## src/hw/rtl/rn_pkg.sv

```systemverilog
// ----------------------------------------------------------------------------
// rn_pkg: shared types and constants of the rank normalizer
// Field widths, the list descriptor handed from the front to the back, status
// groups, and the state encoding of the rank engine.
// ----------------------------------------------------------------------------
package rn_pkg;

	// Fixed field widths of the stream payloads.
	localparam int VALUE_W     = 32;
	localparam int RANK_W      = 6;
	localparam int OUT_TDATA_W = 8;

	// Largest supported list length and the width of a count up to it.
	localparam int ELEMS_LIMIT = 64;
	localparam int CNT_W       = 7;

	// One closed list waiting for ranking.
	typedef struct packed {
		logic             bank;
		logic [CNT_W-1:0] count;
		logic             dropped;
	} job_t;

	// Fill status of the list queue.
	typedef struct packed {
		logic full;
		logic empty;
	} q_stat_t;

	// Status of the rank engine toward the front.
	typedef struct packed {
		logic active;
		logic done;
		logic bank;
	} back_stat_t;

	// Rank engine sequencer states.
	typedef enum logic [2:0] {
		BK_IDLE,
		BK_FETCH,
		BK_CAPT,
		BK_SWEEP,
		BK_LAST,
		BK_EMIT
	} back_state_t;

endpackage

```

## src/hw/rtl/rank_normalizer_top.sv

```systemverilog
// After the closing transfer the list passes through the queue; the engine then fetches each
// element, sweeps the list through the single read port of the element store and emits the
// rank through the output register, one element after another.
// Input takes one value per cycle while the store bank being filled is free.
// Reset (arst_n low, asynchronous) empties both banks, the queue and the output register.
// ----------------------------------------------------------------------------
// rank_normalizer_top: rank transform of a list of signed values
// Collects a list, then returns each element's rank in ascending sorted order,
// in arrival order, with the last result marked and an overflow flag.
// ----------------------------------------------------------------------------
module rank_normalizer_top #(
	parameter int MAX_ELEMS = 64
) (
	input  logic                            clk,
	input  logic                            arst_n,
	input  logic                            s_tvalid,
	output logic                            s_tready,
	input  logic [rn_pkg::VALUE_W-1:0]      s_tdata,   // [31:0] value (signed)
	input  logic                            s_tlast,   // last
	output logic                            m_tvalid,
	input  logic                            m_tready,
	output logic [rn_pkg::OUT_TDATA_W-1:0]  m_tdata,   // [5:0] rank, [7:6] zero
	output logic                            m_tlast,   // end_of_list
	output logic                            m_tuser    // [0] overflow
);

	localparam int AW = $clog2(MAX_ELEMS) + 1;

	rn_pkg::back_stat_t         back_stat;
	rn_pkg::q_stat_t            q_stat;
	rn_pkg::job_t               push_job;
	rn_pkg::job_t               head;
	logic                       job_push;
	logic                       job_pop;
	logic                       wr_en;
	logic [AW-1:0]              wr_addr;
	logic [rn_pkg::VALUE_W-1:0] wr_data;
	logic                       rd_en;
	logic [AW-1:0]              rd_addr;
	logic [rn_pkg::VALUE_W-1:0] rd_data;

	// Input side.
	rn_front #(
		.MAX_ELEMS (MAX_ELEMS)
	) u_front (
		.clk       (clk),
		.arst_n    (arst_n),
		.s_tvalid  (s_tvalid),
		.s_tready  (s_tready),
		.s_tdata   (s_tdata),
		.s_tlast   (s_tlast),
		.back_stat (back_stat),
		.job_push  (job_push),
		.job       (push_job),
		.wr_en     (wr_en),
		.wr_addr   (wr_addr),
		.wr_data   (wr_data)
	);

	// Element store, two banks, each MAX_ELEMS rounded up to a power of two.
	rn_ram #(
		.WIDTH (rn_pkg::VALUE_W),
		.DEPTH (1 << AW)
	) u_store (
		.clk     (clk),
		.wr_en   (wr_en),
		.wr_addr (wr_addr),
		.wr_data (wr_data),
		.rd_en   (rd_en),
		.rd_addr (rd_addr),
		.rd_data (rd_data)
	);

	// Closed lists waiting for the engine.
	rn_queue u_queue (
		.clk      (clk),
		.arst_n   (arst_n),
		.push     (job_push),
		.push_job (push_job),
		.pop      (job_pop),
		.head     (head),
		.stat     (q_stat)
	);

	// Rank engine and output register.
	rn_back #(
		.MAX_ELEMS (MAX_ELEMS)
	) u_back (
		.clk       (clk),
		.arst_n    (arst_n),
		.head      (head),
		.q_stat    (q_stat),
		.job_pop   (job_pop),
		.rd_en     (rd_en),
		.rd_addr   (rd_addr),
		.rd_data   (rd_data),
		.m_tvalid  (m_tvalid),
		.m_tready  (m_tready),
		.m_tdata   (m_tdata),
		.m_tlast   (m_tlast),
		.m_tuser   (m_tuser),
		.back_stat (back_stat)
	);

	// A list is never handed over into a full queue.
	a_q_no_overflow: assert property (@(posedge clk) disable iff (!arst_n)
		job_push |-> !q_stat.full)
		else $error("list queue overflow");

	// The engine never takes a list from an empty queue.
	a_q_no_underflow: assert property (@(posedge clk) disable iff (!arst_n)
		job_pop |-> !q_stat.empty)
		else $error("list queue underflow");

	// Input stalls only while some list is queued or being ranked.
	a_stall_has_cause: assert property (@(posedge clk) disable iff (!arst_n)
		!s_tready |-> (!q_stat.empty || back_stat.active))
		else $error("input stalled with no list in flight");

	// Finishing a list returns the engine to idle.
	a_done_goes_idle: assert property (@(posedge clk) disable iff (!arst_n)
		back_stat.done |=> !back_stat.active)
		else $error("engine still active after finishing a list");

endmodule

```

## src/hw/rtl/rn_ram.sv

```systemverilog
// ----------------------------------------------------------------------------
// rn_ram: generic simple dual-port RAM
// One write port and one read port; read data is registered.
// ----------------------------------------------------------------------------
module rn_ram #(
	parameter int WIDTH = 32,
	parameter int DEPTH = 128
) (
	input  logic                     clk,
	input  logic                     wr_en,
	input  logic [$clog2(DEPTH)-1:0] wr_addr,
	input  logic [WIDTH-1:0]         wr_data,
	input  logic                     rd_en,
	input  logic [$clog2(DEPTH)-1:0] rd_addr,
	output logic [WIDTH-1:0]         rd_data
);

	logic [WIDTH-1:0] mem_q [DEPTH];

	// Storage write and registered read.
	always_ff @(posedge clk) begin
		if (wr_en) begin
			mem_q[wr_addr] <= wr_data;
		end
		if (rd_en) begin
			rd_data <= mem_q[rd_addr];
		end
	end

endmodule

```

## src/hw/rtl/rn_front.sv

```systemverilog
// ----------------------------------------------------------------------------
// rn_front: input side of the rank normalizer
// Writes arriving values into the free bank of the element store, counts them,
// notes dropped values and hands a closed list to the queue.
// ----------------------------------------------------------------------------
module rn_front #(
	parameter int MAX_ELEMS = 64
) (
	input  logic                        clk,
	input  logic                        arst_n,
	input  logic                        s_tvalid,
	output logic                        s_tready,
	input  logic [rn_pkg::VALUE_W-1:0]  s_tdata,
	input  logic                        s_tlast,
	input  rn_pkg::back_stat_t          back_stat,
	output logic                        job_push,
	output rn_pkg::job_t                job,
	output logic                        wr_en,
	output logic [$clog2(MAX_ELEMS):0]  wr_addr,
	output logic [rn_pkg::VALUE_W-1:0]  wr_data
);

	localparam int IDX_W = $clog2(MAX_ELEMS);
	localparam int CW    = $clog2(MAX_ELEMS + 1);
	localparam int JW    = rn_pkg::CNT_W;

	logic          bank_q;
	logic [CW-1:0] wcnt_q;
	logic          drop_q;
	logic [1:0]    busy_q;
	logic          accept;
	logic          room;
	logic [CW-1:0] cnt_next;
	logic          drop_next;

	// A bank is not writable from hand-over until its list has been fully ranked.
	assign s_tready = !busy_q[bank_q];
	assign accept   = s_tvalid && s_tready;
	assign room     = wcnt_q < CW'(MAX_ELEMS);

	// Store write for values that still fit.
	assign wr_en   = accept && room;
	assign wr_addr = {bank_q, wcnt_q[IDX_W-1:0]};
	assign wr_data = s_tdata;

	assign cnt_next  = room ? wcnt_q + 1'b1 : wcnt_q;
	assign drop_next = drop_q || !room;

	// Closing transfer hands the list over.
	assign job_push    = accept && s_tlast;
	assign job.bank    = bank_q;
	assign job.count   = JW'(cnt_next);
	assign job.dropped = drop_next;

	// Fill counter, drop flag and bank toggle.
	always_ff @(posedge clk or negedge arst_n) begin
		if (!arst_n) begin
			bank_q <= 1'b0;
			wcnt_q <= '0;
			drop_q <= 1'b0;
		end else if (accept) begin
			if (s_tlast) begin
				bank_q <= !bank_q;
				wcnt_q <= '0;
				drop_q <= 1'b0;
			end else begin
				wcnt_q <= cnt_next;
				drop_q <= drop_next;
			end
		end
	end

	// Bank occupancy: set on hand-over, cleared when the engine finishes it.
	always_ff @(posedge clk or negedge arst_n) begin
		if (!arst_n) begin
			busy_q <= 2'b00;
		end else begin
			for (int b = 0; b < 2; b++) begin
				if (job_push && (bank_q == 1'(b))) begin
					busy_q[b] <= 1'b1;
				end else if (back_stat.done && (back_stat.bank == 1'(b))) begin
					busy_q[b] <= 1'b0;
				end
			end
		end
	end

endmodule

```

## src/hw/rtl/rn_queue.sv

```systemverilog
// ----------------------------------------------------------------------------
// rn_queue: two-entry list queue
// Holds closed list descriptors between the input side and the rank engine.
// ----------------------------------------------------------------------------
module rn_queue (
	input  logic             clk,
	input  logic             arst_n,
	input  logic             push,
	input  rn_pkg::job_t     push_job,
	input  logic             pop,
	output rn_pkg::job_t     head,
	output rn_pkg::q_stat_t  stat
);

	rn_pkg::job_t mem_q [2];
	logic         wptr_q;
	logic         rptr_q;
	logic [1:0]   cnt_q;

	assign head       = mem_q[rptr_q];
	assign stat.full  = cnt_q == 2'd2;
	assign stat.empty = cnt_q == 2'd0;

	// Entry storage.
	always_ff @(posedge clk) begin
		if (push) begin
			mem_q[wptr_q] <= push_job;
		end
	end

	// Pointers and occupancy.
	always_ff @(posedge clk or negedge arst_n) begin
		if (!arst_n) begin
			wptr_q <= 1'b0;
			rptr_q <= 1'b0;
			cnt_q  <= 2'd0;
		end else begin
			if (push) begin
				wptr_q <= !wptr_q;
			end
			if (pop) begin
				rptr_q <= !rptr_q;
			end
			unique case ({push, pop})
				2'b10:   cnt_q <= cnt_q + 2'd1;
				2'b01:   cnt_q <= cnt_q - 2'd1;
				default: cnt_q <= cnt_q;
			endcase
		end
	end

endmodule

```

## src/hw/rtl/rn_back.sv

```systemverilog
// ----------------------------------------------------------------------------
// rn_back: rank engine of the rank normalizer
// For each stored element in arrival order, sweeps the whole list through the
// store read port, counts values less than or equal to it and emits the rank.
// ----------------------------------------------------------------------------
module rn_back #(
	parameter int MAX_ELEMS = 64
) (
	input  logic                            clk,
	input  logic                            arst_n,
	input  rn_pkg::job_t                    head,
	input  rn_pkg::q_stat_t                 q_stat,
	output logic                            job_pop,
	output logic                            rd_en,
	output logic [$clog2(MAX_ELEMS):0]      rd_addr,
	input  logic [rn_pkg::VALUE_W-1:0]      rd_data,
	output logic                            m_tvalid,
	input  logic                            m_tready,
	output logic [rn_pkg::OUT_TDATA_W-1:0]  m_tdata,
	output logic                            m_tlast,
	output logic                            m_tuser,
	output rn_pkg::back_stat_t              back_stat
);

	localparam int IDX_W = $clog2(MAX_ELEMS);
	localparam int CW    = $clog2(MAX_ELEMS + 1);
	localparam int RW    = rn_pkg::RANK_W;
	localparam int PAD_W = rn_pkg::OUT_TDATA_W - rn_pkg::RANK_W;

	rn_pkg::back_state_t state_q;
	rn_pkg::back_state_t state_d;

	logic                       bank_q;
	logic [CW-1:0]              n_q;
	logic                       drop_q;
	logic [IDX_W-1:0]           i_q;
	logic [IDX_W-1:0]           k_q;
	logic [CW-1:0]              le_q;
	logic                       cmp_q;
	logic [rn_pkg::VALUE_W-1:0] v_q;
	logic                       out_vld_q;
	logic [RW-1:0]              rank_q;
	logic                       last_q;
	logic                       ovf_q;

	logic k_last;
	logic i_last;
	logic hit;
	logic slot_free;
	logic load_out;
	logic done;

	assign k_last    = CW'(k_q) == (n_q - 1'b1);
	assign i_last    = CW'(i_q) == (n_q - 1'b1);
	assign hit       = $signed(rd_data) <= $signed(v_q);
	assign slot_free = !out_vld_q || m_tready;

	// Sequencer: next state and strobes.
	always_comb begin
		state_d  = state_q;
		job_pop  = 1'b0;
		rd_en    = 1'b0;
		rd_addr  = {bank_q, i_q};
		load_out = 1'b0;
		done     = 1'b0;
		unique case (state_q)
			rn_pkg::BK_IDLE: begin
				if (!q_stat.empty) begin
					job_pop = 1'b1;
					state_d = rn_pkg::BK_FETCH;
				end
			end
			rn_pkg::BK_FETCH: begin
				rd_en   = 1'b1;
				rd_addr = {bank_q, i_q};
				state_d = rn_pkg::BK_CAPT;
			end
			rn_pkg::BK_CAPT: begin
				state_d = rn_pkg::BK_SWEEP;
			end
			rn_pkg::BK_SWEEP: begin
				rd_en   = 1'b1;
				rd_addr = {bank_q, k_q};
				if (k_last) begin
					state_d = rn_pkg::BK_LAST;
				end
			end
			rn_pkg::BK_LAST: begin
				state_d = rn_pkg::BK_EMIT;
			end
			rn_pkg::BK_EMIT: begin
				if (slot_free) begin
					load_out = 1'b1;
					if (i_last) begin
						done    = 1'b1;
						state_d = rn_pkg::BK_IDLE;
					end else begin
						state_d = rn_pkg::BK_FETCH;
					end
				end
			end
			default: begin
				state_d = rn_pkg::BK_IDLE;
			end
		endcase
	end

	// State register.
	always_ff @(posedge clk or negedge arst_n) begin
		if (!arst_n) begin
			state_q <= rn_pkg::BK_IDLE;
		end else begin
			state_q <= state_d;
		end
	end

	// List descriptor, element under test and the compare sweep.
	always_ff @(posedge clk) begin
		if (job_pop) begin
			bank_q <= head.bank;
			n_q    <= CW'(head.count);
			drop_q <= head.dropped;
			i_q    <= '0;
		end
		if (state_q == rn_pkg::BK_CAPT) begin
			v_q   <= rd_data;
			k_q   <= '0;
			le_q  <= '0;
			cmp_q <= 1'b0;
		end
		if (state_q == rn_pkg::BK_SWEEP) begin
			k_q   <= k_q + 1'b1;
			cmp_q <= 1'b1;
			if (cmp_q && hit) begin
				le_q <= le_q + 1'b1;
			end
		end
		if (state_q == rn_pkg::BK_LAST && hit) begin
			le_q <= le_q + 1'b1;
		end
		if (load_out) begin
			rank_q <= RW'(le_q - 1'b1);
			last_q <= i_last;
			ovf_q  <= drop_q;
			if (!i_last) begin
				i_q <= i_q + 1'b1;
			end
		end
	end

	// Output register valid.
	always_ff @(posedge clk or negedge arst_n) begin
		if (!arst_n) begin
			out_vld_q <= 1'b0;
		end else if (load_out) begin
			out_vld_q <= 1'b1;
		end else if (m_tready) begin
			out_vld_q <= 1'b0;
		end
	end

	assign m_tvalid = out_vld_q;
	assign m_tdata  = {{PAD_W{1'b0}}, rank_q};
	assign m_tlast  = last_q;
	assign m_tuser  = ovf_q;

	assign back_stat.active = state_q != rn_pkg::BK_IDLE;
	assign back_stat.done   = done;
	assign back_stat.bank   = bank_q;

endmodule
```

## config.mk

```make
export PLATFORM = sky130hd
export DESIGN_NAME = rank_normalizer_top
export DESIGN_NICKNAME = d
export VERILOG_FILES = /design/src/hw/rtl/rn_pkg.sv /design/src/hw/rtl/rank_normalizer_top.sv /design/src/hw/rtl/rn_ram.sv /design/src/hw/rtl/rn_front.sv /design/src/hw/rtl/rn_queue.sv /design/src/hw/rtl/rn_back.sv
export SDC_FILE = /design/constraint.sdc
export NUM_CORES = 2
export LEC_CHECK = 0
export ABC_AREA = 1
export BUFFER_PORTS_ARGS = -buffer_cell sky130_fd_sc_hd__buf_2
export CAP_MARGIN = 10
export CORE_MARGIN = 2
export CORE_UTILIZATION = 30
export DETAILED_ROUTE_END_ITERATION = 16
export MAX_ROUTING_LAYER = met4
export PLACE_DENSITY = 0.44
export SKIP_CTS_REPAIR_TIMING = 1
export SKIP_LAST_GASP = 1
export SLEW_MARGIN = 40
export SYNTH_ARGS = -nofsm -noshare
export SYNTH_HDL_FRONTEND = slang
export SYNTH_MEMORY_MAX_BITS = 65536
export SYNTH_SLANG_ARGS = --single-unit
```

## constraint.sdc

```tcl
create_clock -name clk -period 9.8 [get_ports clk]
set_input_delay 0.98 -clock clk [delete_from_list [all_inputs] [get_ports clk]]
set_output_delay 0.98 -clock clk [all_outputs]
set_load 0.05 [all_outputs]
```

After elaboration in Yosys (flattened, before gate mapping)
Memory sizes are Yosys's and may differ from the RTL's. A register that Yosys moved wholly into a read port is not among the register bits. Index checks and enable logic that the tools add are counted.

Word-level logic and storage cells: 111. RAM bits: 4114. Flip-flop bits (word level): 79. Bits in read-only memories: 0. Bits of input ports: 37. Bits in latches: 0. Memories kept: 2. Output and inout port bits: 12.

Memories: u_store.mem_q (depth 128, bits a word 32, read ports 1, clocked after memory_dff 1, write ports 1, RTL line rn_ram.sv:18) `logic [WIDTH-1:0] mem_q [DEPTH];`; u_queue.mem_q (depth 2, bits a word 9, read ports 1, clocked after memory_dff 1, write ports 1, RTL line rn_queue.sv:15) `rn_pkg::job_t mem_q [2];`.

Add/subtract/negate cells: 8. Divide/modulo/power cells: 0. Equality and inequality tests: 12. Multiplexer cells: 39. Bitwise logic cells: 2. $mul: 0. Shift operators: 0. Magnitude comparators: 3. Reductions and logical operators: 27.

Operators by type and width (number): $mux W7 (6); $mux W6 (6); $le A32 B32 Y1 (1); $mux W1 (22); $pmux W3 S6 (1); $add A7 B1 Y7 const B (2); $eq A6 B7 Y1 (2); $add A6 B1 Y6 const B (2); $reduce_bool A2 Y1 (5); $logic_and A1 B1 Y1 (9); $mux W3 (3); $lt A7 B7 Y1 const B (1); $sub A7 B1 Y7 const B (1); $eq A3 B2 Y1 const B (2); $eq A3 B3 Y1 const B (2); $logic_not A1 Y1 (6); $sub A6 B1 Y6 const B (1); $ne A2 B1 Y1 const B (2); $pmux W2 S2 (1); $eq A3 B1 Y1 const B (1); $logic_not A3 Y1 (1); $reduce_and A3 Y1 (1); $add A2 B1 Y2 const B (1); $eq A2 B1 Y1 const B (1); other kinds (9) (11).

Longest topological paths before layout
Depth in word-level cells: 8. Gate-level depth with buffers: 21. Mapped depth without buffers: 21.

Modules after synthesis
Synthesis repeated with hierarchy kept, for this count alone.

Cells, all modules: 14021. Area, all modules: 170760.0 sq um.

Modules (own cells, without submodules): rn_ram (seq. area each 123958.9 sq um, area each 164954.5 sq um, times used 1, cells each 13389); rn_back (seq. area each 2011.9 sq um, area each 3965.1 sq um, times used 1, cells each 431); rn_front (seq. area each 275.3 sq um, area each 958.4 sq um, times used 1, cells each 130); rn_queue (seq. area each 640.6 sq um, area each 882.1 sq um, times used 1, cells each 71).

Worst setup path after synthesis
No wires, ideal clock.

Kind: reg2reg. From: reg u_front.bank_q. To: mem u_store.mem_q[100][0] (enable). Required time: 9.379 ns. Arrival: 3.869 ns. Buffers on the path: 1. Path slack: 5.510 ns. Library setup time: 0.421 ns. Period minus slack after synthesis: 4.290 ns. Cell stages (with the launch flop): 7. Cells stage by stage: dfrtp_1 -> mux2i_1 -> nand2_1 -> nor2_1 -> nand4_1 -> clkbuf_1 -> nor2_1.

Word-level cells in the longest chain between the ends: 7.

RTL lines: start: declaration (RTL line rn_front.sv:27) `logic bank_q;`; start signal: assignment (RTL line rn_front.sv:63) `bank_q <= !bank_q;`; $mux W1 (implied by the code) (2 in series) (RTL line rn_front.sv:37) `assign s_tready = !busy_q[bank_q];`; $logic_not A1 Y1 (RTL line rn_front.sv:37); via s_tready (RTL line rank_normalizer_top.sv:17) `output logic s_tready,`; $logic_and A1 B1 Y1 (RTL line rn_front.sv:38) `assign accept = s_tvalid && s_tready;`; $logic_and A1 B1 Y1 (RTL line rn_front.sv:42) `assign wr_en = accept && room;`; $mux W1 (RTL line rn_ram.sv:22) `if (wr_en) begin`; $mux W1 (implied by the code) (RTL line rn_ram.sv:23) `mem_q[wr_addr] <= wr_data;`; end: declaration (RTL line rn_ram.sv:18).

The timed path passes the listed nets, and every way through them passes these cells. The select of a mux whose other input is x is not followed.

Worst setup path after layout
From: reg u_back.state_q[2]. To: reg u_store.rd_data[13] (read register of u_store.mem_q) (data pin).

Word-level cells in the longest chain between the ends: 3. Elaborated cells between the ends (all ways): 5. Classes of those cells: eq/ne: 2; mux: 2; reduce/logical: 1.

RTL lines: start: declaration (RTL line rn_back.sv:30) `rn_pkg::back_state_t state_q;`; start signal: assignment (RTL line rn_back.sv:111) `state_q <= rn_pkg::BK_IDLE;`; start signal: assignment (RTL line rn_back.sv:113) `state_q <= state_d;`; $eq A3 B1 Y1 / $eq A3 B2 Y1 (equally long branches) (RTL line rn_back.sv:66) `unique case (state_q)`; $reduce_or A2 Y1 (no source line); $mux W1 (RTL line rn_back.sv:66); end: declaration (RTL line rn_ram.sv:15) `output logic [WIDTH-1:0] rd_data`.

Several ways; a longest one is shown, not always the timed one. A chain may end at the register's enable or synchronous reset.

==> results_dict.tcl <==
set metrics [dict create \
    seqPwrFrac_pct 35.8 \
    worstPathRequired_ps 10670 \
    power_switching_mw 22.59 \
    clk_latency_ps 1030 \
    utilization_pct 34.45 \
    ir_worst_vdd_mv 0.3052 \
    overflow 0 \
    wirelength_um 586200 \
    grt_start_max_net_pins 156 \
    io_buffers 46 \
    clock_path_buffers 4 \
    ys_seq_elements 4233 \
    synthCells 13920 \
    grt_pass1_wl_um 822100 \
    first_global_vias 103200 \
    antenna_found_initial 42 \
    switching_share_pct 39.37 \
    dpl.hpwl_um 307000 \
    wl_per_cell_um 26.95 \
    finClkSkew_ps 47.81 \
    p_int_mw 34.79 \
    finalNetCount 13920 \
    drv_slew 0 \
    final_cells 21750 \
    first_iter_violations 12040 \
    setup_ws_ps 3708 \
    fmax_ghz 0.1641 \
    relSlewSlack_pct 36.94 \
    path_clk_slew_ps 60 \
    rsz0062_at_grt "no" \
    yosys.cell_types.count 36 \
    drc 0 \
    dr.pass1.iters 7 \
    clock-root-buffer "clkbuf_16" \
    routed-via-count 109700 \
    synth_top_area_share_pct 74.30 \
    fillers 55480 \
    drive_above_1_share_pct 8.076 \
    worst_pin_slew_ps 945.8 \
    fp.dieArea_um2 572000 \
    comb_power_share_pct 34.6 \
    rows 276 \
    synth_seq_area_share_pct 74.74 \
    cap_violations 0 \
    grtUsageTotal_pct 20.45 \
    cts_buffers 457 \
    cts_tree "built" \
    final_area_um2 194400 \
    cp-start-kind "register" \
    finalSetupViolations 0 \
    postRouteAntennaNets 0 \
    setup.worst_path.end_class "register" \
    post_dp_cell_area_um2 179700 \
    cp_data_arrival_time_ps 6960 \
    fp.dieH_um 756.3 \
    vias_per_cell 5.043 \
    yosys-top-cells-area "edfxtp_1 (74%), nand3_1 (12%), nand2_1 (9.5%)" \
    place.gp.congestion 0.8125 \
    yosysWarnings 0 \
    fin_tns_setup_ps 0 \
    fin_crit_sh_pct 62.16 \
    synth_top_area_cell "edfxtp_1" \
    p_leak_nw 66.13 \
    synth.avg_cell_area_um2 12.20 \
    clock-sinks 4233 \
    die_w_um 756.3 \
    core_um2 564300 \
    io_pins 49 \
    status "completed" \
    area_delta_synth_final_pct 14.50 \
    hold_violations 0 \
    power.density_nw_per_um2 295.1 \
    fin_crit_ps 6092 \
    preCtsSetupSlack_ps 3897 \
    dp.cells 20880 \
    critPathMaxFanout 144 \
    p_clk_share_pct 29.5 \
    min_path_type "primary input to register" \
    critical_path_class "register to register" \
    htreeDepth 5 \
    netlist_area_um2 169800 \
    start_util_pct 30.09 \
]
power by group through the flow:
stage	Combinational [mW]	Sequential [mW]	Clock, mW
floorplan	12.2	20.8	0
global placement	20.0	20.9	0
detailed placement	20.0	20.9	0
CTS	20.1	20.6	17.3
global route	21.7	20.6	17.9
finish	19.9	20.6	16.9
Yosys cell counts:
master and n:
a211oi_1 1, a21o_1 2, a21oi_1 21, a31oi_1 1, and2_1 1, buf_1 99, buf_2 597, buf_4 11
clkbuf_1 203, clkinv_1 1, conb_1 1, dfrtp_1 19, dfxtp_1 13, edfxtp_1 4201, ha_1 39, inv_1 104
inv_2 7, mux2i_1 1, nand2_1 4279, nand2_2 2, nand3_1 4058, nand3b_1 1, nand4_1 15, nor2_1 166
nor2_4 1, nor3_1 16, nor4_1 2, o21a_1 1, o21ai_0 23, o21ai_1 1, o21ai_2 2, o21ai_4 1
o22ai_1 2, or2_2 1, xnor2_1 6, xor2_1 21
cells in the final DEF, fill, tap and decap left out, types with 5 or more instances in the layout:
cell type and n:
xnor2_1 6, clkbuf_16 462, inv_16 5, inv_1 101, buf_6 45, nor2_4 133, clkinv_2 87, ha_1 39
dfxtp_1 13, edfxtp_1 4201, dfrtp_1 19, buf_4 246, clkinv_16 6, diode_2 19, xor2_1 21, nand2_1 4277
nand4_1 15, inv_8 5, nor2_1 30, buf_2 14, buf_12 58, a21oi_1 21, buf_8 5, buf_16 8
clkbuf_1 117, inv_6 7, bufinv_16 36, nor3_1 16, o21ai_0 21, clkinv_1 109, nand3_1 4057, o21ai_4 5
logic make-up (layout without fill, tap and decap cells):
logic type               after synthesis  in the layout  synth area share (%)
flip-flops                          4233           4233                 74.74
multiplexers                           1              1              0.005896
adder cells (fa/ha/maj)               39             39                0.2874
other                                  1             21              0.002209
AND/OR/NAND/NOR                     8542           8542                 21.92
buffers and inverters               1022           1328                 2.724
AO/OA/AOI/OAI                         55             55                0.1813
XOR/XNOR                              27             27                0.1393
worst max-delay path, cell delays in order (launching register included):
cell,delay (ps)
dfrtp_1,470
inv_2,90
nand2_2,130
nor2_4,70
inv_2,290
nand2_1,210
nand2_8,470
buf_12,590
buf_12,520
buf_4,760
nand2_1,100
nand3_1,110
nand3_1,100
nand3_1,320
nand3_1,350
nand3_1,280
nand3_1,390
nand2_1,170
cell type report:
type	count	area, um^2	area share, %
Inverter	112	459.2	0.2362
Clock buffer	581	12030	6.187
Clock inverter	258	2364	1.216
Tap cell	7506	9392	4.831
Sequential cell	4233	126900	65.27
Antenna cell	19	47.55	0.02446
Timing Repair Buffer	377	3890	2.001
Multi-Input combinational cell	8666	39340	20.24
routing by layer:
layer / routed length (um) / track usage [%]
met1: 264100 / 28.55
met2: 270300 / 31.72
met3: 33580 / 2.120
met4: 18250 / 5.889
met5: 0 / -
stage by stage:
step / total power [mW] / hold WS [ps]
floorplan: 32.98 / 400.3
global placement: 40.95 / 452.3
detailed placement: 40.94 / 448.8
CTS: 57.90 / -108.3
global route: 60.20 / 287.8
finish: 57.38 / 310.0
final timing paths:
| kind | from | end | slack (ps) | cells past startpoint |
|---|---|---|---|---|
| max | u_back.state_q[2] | u_store.rd_data[13] | 3710 | 17 |
| min reg2reg | u_store.rd_data[4] | u_back.v_q[4] | 470 | 0 |
| max reg2reg | u_back.state_q[2] | u_store.rd_data[13] | 3710 | 17 |
| min | m_tready | u_back.m_tvalid | 310 | 4 |
| min in group asynchronous | arst_n | u_queue.rptr_q | 510 | 2 |
| max in group asynchronous | arst_n | u_front.wcnt_q[3] | 8890 | 2 |
state kept, by name, indices dropped and copies added (netlist names), 3 cells and up:
signal,flops
u_back.k_q,6
u_store.rd_data,32
u_back.v_q,32
u_back.rank_q,6
u_back.n_q,7
u_front.wcnt_q,7
u_queue.mem_q,18
u_store.mem_q,4096
u_back.le_q,6
u_back.i_q,6
u_back.state_q,3
Power figures use the tool's default switching activity.
